==> src/sv/hds_pkg.sv <==
package hds_pkg;

   localparam int QUEUE_DEPTH_DEF = 8;
   localparam int DELIM_SLOTS_DEF = 64;

   localparam logic [7:0] CH_LT    = 8'h3c;
   localparam logic [7:0] CH_DASH  = 8'h2d;
   localparam logic [7:0] CH_SQUOTE = 8'h27;
   localparam logic [7:0] CH_DQUOTE = 8'h22;
   localparam logic [7:0] CH_TAB   = 8'h09;
   localparam logic [7:0] CH_NL    = 8'h0a;
   localparam logic [7:0] CH_SPACE = 8'h20;

   localparam logic [2:0] OC_DECLINE  = 3'd0;
   localparam logic [2:0] OC_START    = 3'd1;
   localparam logic [2:0] OC_CLOSED   = 3'd2;
   localparam logic [2:0] OC_EOF_POP  = 3'd3;
   localparam logic [2:0] OC_EOF_KEEP = 3'd4;

   typedef enum logic [2:0] {
      PH_IDLE,
      PH_SKIP,
      PH_LT2,
      PH_OPTS,
      PH_WORD,
      PH_BODY_BEGIN,
      PH_BODY_NEWLINE,
      PH_BODY_LINE
   } phase_type;

   typedef struct packed {
      logic       eof;
      logic [7:0] ch;
      logic       new_call;
      logic       start_valid;
      logic       body_valid;
      logic       is_blank;
      logic       is_lt;
      logic       is_nl;
      logic       is_tab;
      logic       is_dash;
      logic       is_quote;
   } item_type;

   typedef struct packed {
      logic       emit;
      logic [2:0] outcome;
      logic       consumed;
      logic [5:0] word_length;
   } emit_type;

endpackage

==> src/sv/hds_front.sv <==
module hds_front
   import hds_pkg::*;
(
   input  logic       clock,
   input  logic       reset,
   input  logic       req_valid,
   output logic       req_ready,
   input  logic       req_kind,
   input  logic [7:0] req_ch,
   input  logic       req_new_call,
   input  logic       req_start_valid,
   input  logic       req_body_valid,
   output logic       item_valid,
   input  logic       item_ready,
   output item_type   item
);

   item_type   slot_ff [2];
   logic [1:0] count_ff, count_in;
   logic       wptr_ff, wptr_in;
   logic       rptr_ff, rptr_in;
   item_type   cls;
   logic       push, pop;

   always_comb begin
      cls.eof         = req_kind;
      cls.ch          = req_ch;
      cls.new_call    = req_new_call;
      cls.start_valid = req_start_valid;
      cls.body_valid  = req_body_valid;
      cls.is_tab      = (req_ch == CH_TAB);
      cls.is_blank    = (req_ch == CH_SPACE) || (req_ch == CH_TAB);
      cls.is_lt       = (req_ch == CH_LT);
      cls.is_nl       = (req_ch == CH_NL);
      cls.is_dash     = (req_ch == CH_DASH);
      cls.is_quote    = (req_ch == CH_SQUOTE) || (req_ch == CH_DQUOTE);
   end

   assign req_ready  = (count_ff != 2'd2);
   assign item_valid = (count_ff != 2'd0);
   assign item       = slot_ff[rptr_ff];
   assign push       = req_valid && req_ready;
   assign pop        = item_valid && item_ready;

   always_comb begin
      wptr_in  = push ? ~wptr_ff : wptr_ff;
      rptr_in  = pop ? ~rptr_ff : rptr_ff;
      count_in = count_ff + 2'(push) - 2'(pop);
   end

   always_ff @(posedge clock) begin
      if (reset) begin
         count_ff <= 2'd0;
         wptr_ff  <= 1'b0;
         rptr_ff  <= 1'b0;
      end else begin
         count_ff <= count_in;
         wptr_ff  <= wptr_in;
         rptr_ff  <= rptr_in;
      end
   end

   always_ff @(posedge clock) begin
      if (push) begin
         slot_ff[wptr_ff] <= cls;
      end
   end

endmodule

==> config.mk <==
export PLATFORM = sky130hd
export DESIGN_NAME = hds_front
export DESIGN_NICKNAME = d
export VERILOG_FILES = /design/src/sv/hds_pkg.sv /design/src/sv/hds_front.sv
export SDC_FILE = /design/constraint.sdc
export NUM_CORES = 1
export LEC_CHECK = 0
export BUFFER_PORTS_ARGS = -buffer_cell sky130_fd_sc_hd__buf_2
export CAP_MARGIN = 20
export CORE_MARGIN = 10
export CORE_UTILIZATION = 29
export DETAILED_ROUTE_END_ITERATION = 12
export PLACE_DENSITY = 0.55
export SYNTH_ARGS = -nofsm -noshare
export SYNTH_HDL_FRONTEND = slang
export SYNTH_SLANG_ARGS = --single-unit
==> constraint.sdc <==
create_clock -name clock -period 1.6 [get_ports clock]
set_input_delay 0.32 -clock clock [delete_from_list [all_inputs] [get_ports clock]]
set_output_delay 0.32 -clock clock [all_outputs]
set_load 0.02 [all_outputs]
==> impl_metrics.ini <==
[floorplan]
die_h_um = 96.1
die_x_um = 96.1
coreArea_um2 = 5570
dieArea_um2 = 9230
rows = 27
pin_count = 36
start_util_pct = 30.1

[global_route]
grt_pass1_vias = 1135
grt_pass1_wl_mm = 5.48
grt_max_degree = 19
antenna_found_initial = 0
track_usage_pct = 7.71
grt-ovfl-total = 0

[final_layout]
multi_input_comb_area_um2 = 564
drive_gt1_share_pct = 50.3
area_delta_synth_final_pct = 41.5
fin_cells = 221
register_area_um2 = 1190
num-fill-cells = 522
fin_nets = 165
antenna-diode-count = 0

[sta]
setup_slack_ps = -45.4
clock.fmax_mhz = 608
hold_viol = 0
maxSlewViolCount = 0
slew_headroom_pct = 75.0
period_minus_slack_ps = 1650
worstMarginPinSlew_ps = 369
rsz0062_at_grt = yes
setup_viol = 18
fin_tns_setup_ps = -361
fin_crit_sh_pct = 103
finClkSkew_ps = 3.37
timing.hold.ws_ps = 226

[cts]
cts_buffers = 5
cts_tree = built
hold_buffers = 0
cts-root-buf = clkbuf_8
path_clk_slew_ps = 70
h-tree-depth = 2
worst_skew_pair.late_latency_ps = 280
clock_sinks = 41
cts_max_path_buffers = 2

[logic_synthesis]
synth.largest_area_cell = edfxtp_1
synth_cells = 102
synth_nets = 119
ys_warn_count = 0
mappedNetlistArea_um2 = 1680
synth_top_area_share_pct = 64.4
synth-seq-cells = 41
yosys.cell_types.count = 32
syn-mean-instance-area_um2 = 16.5
ys_seq_area_share_pct = 70.3
synth.area.top_cells = edfxtp_1, mux2_1, dfxtp_1, mux2_2, nor2_1

[critical_path]
r2r_setup_slack_ps = 100
crit_arrival_ps = 1330
worstPathMaxFanout = 4
required_ps = 1280
crit_path_start_kind = register
path_class = register to output port
cp-end-kind = output port

[route]
via_per_inst = 4.63
vias = 1023
first_pass_iters = 4
drc = 0
routed_wl_mm = 3.61
wl_per_cell_um = 16.3
ant_nets = 0
drt_iter0_markers = 100

[placed_design]
gp_congestion = 0.697
dp.cells = 210
dp_hpwl_mm = 2.33
port_buffers = 35

[power_and_ir_drop]
p_leak_nw = 0.904
switching_share_pct = 27.3
internal_power_mw = 2.42
p_comb_share_pct = 34.8
p_sw_uw = 906
p_seq_share_pct = 41.5
ir_drop_mv = 0.444
p_per_area_nw_per_um2 = 1400
pwr-share-clk_pct = 23.7

[outcome]
outcome = complete, but fails checks
violations = setup timing

[worst_hold_path]
hp-class = primary input to register

[flow_run]
maxCapViolations = 0
-- power by group through the flow --
stage	Clock (mW)	Combinational [mW]	Sequential, mW
2_1_floorplan	0	0.496	1.35
3_3_place_gp	0	0.757	1.36
3_5_place_dp	0	0.780	1.37
4_1_cts	0.805	0.854	1.36
5_1_grt	0.845	1.23	1.40
6_report	0.787	1.16	1.38
-- cells in the mapped netlist, drive strengths merged --
library cell / number
a21bo: 1
a21oi: 2
and3: 2
and3b: 1
buf: 2
dfxtp: 5
edfxtp: 36
ha: 1
inv: 1
mux2: 18
nand2b: 3
nand3: 2
nand3b: 1
nand4: 1
nor2: 7
nor2b: 2
nor3: 3
nor3b: 1
nor4: 2
nor4b: 2
nor4bb: 1
o21ai: 2
o21ba: 1
o31a: 1
or2: 1
or3: 1
xor2: 2
-- logic make-up after synthesis --
family                     Yosys count  share of synthesized area (%)
AOI/OAI and AO/OA                    7                           2.91
adders and majority gates            1                          0.745
muxes                               18                           12.1
and+or+nand+nor                     30                           11.9
xor gates and xnor gates             2                           1.04
DFF                                 41                           70.3
buffers and inverters                3                          0.968
-- cells in the final DEF (no fill, tap or decap), types with 2 or more instances in the layout --
master / Yosys / final
nor2_1: 7 / 7
mux2_4: 0 / 18
dfxtp_1: 5 / 3
buf_12: 0 / 3
edfxtp_1: 36 / 36
nand2b_1: 3 / 3
nor3_1: 2 / 2
xor2_1: 2 / 2
clkbuf_8: 0 / 5
nand3_1: 2 / 2
buf_6: 0 / 18
a21oi_1: 2 / 2
buf_2: 1 / 17
clkbuf_16: 0 / 2
-- what timing repair did --
action | 4_1_cts | 5_1_grt
endpoints found under the setup margin | 19 | 19
gates cloned | 1 | 2
gates resized for setup | 9 | 52
buffers inserted | 0 | 0
-- layer usage --
metal	GRT usage (%)	up-vias	routed length [um]
li1	-	486	-
met2	12.9	29	1880
met5	0	-	0
met3	3.74	4	249
met4	3.07	0	31
met1	8.15	504	1450
-- registers in the layout (all words and copies together), names as in the netlist, named ones only --
register  cells
count_ff      2
rptr_ff       1
slot_ff      36
wptr_ff       1
-- worst paths after layout --
check / startpoint / to / depth (start not counted)
worst min register to register: rptr_ff / rptr_ff / 2
worst max-delay path: register / item[5] / 3
worst min-delay path: req_body_valid / slot_ff[0][6] / 1
worst max register to register: count_ff[1] / count_ff[1] / 6
-- critical path, stage by stage, from the launching register on --
cell and delay, ps:
dfxtp_4 430, clkbuf_16 170, mux2_4 300, buf_6 130
-- metrics by stage --
step | setup WS (ps) | utilization [%] | cell area, um^2 | total power [mW]
final | -45.4 | 42.6 | 2380 | 3.32
after CTS | -57.7 | 38.6 | 2150 | 3.02
after detailed placement | -20.7 | 35.8 | 1990 | 2.15
after global placement | 104 | 35.8 | 1990 | 2.12
after floorplan | 46.1 | - | 1680 | 1.85
after global routing | -86.3 | 42.6 | 2380 | 3.47
-- cell type report --
type	instances	area share, %
Clock buffer	6	3.05
Clock inverter	2	1.42
Inverter	1	0.158
Multi-Input combinational cell	58	23.7
Sequential cell	41	49.9
Tap cell	72	3.79
Timing Repair Buffer	41	17.9
No activity file was read; power rests on OpenSTA's default activity.
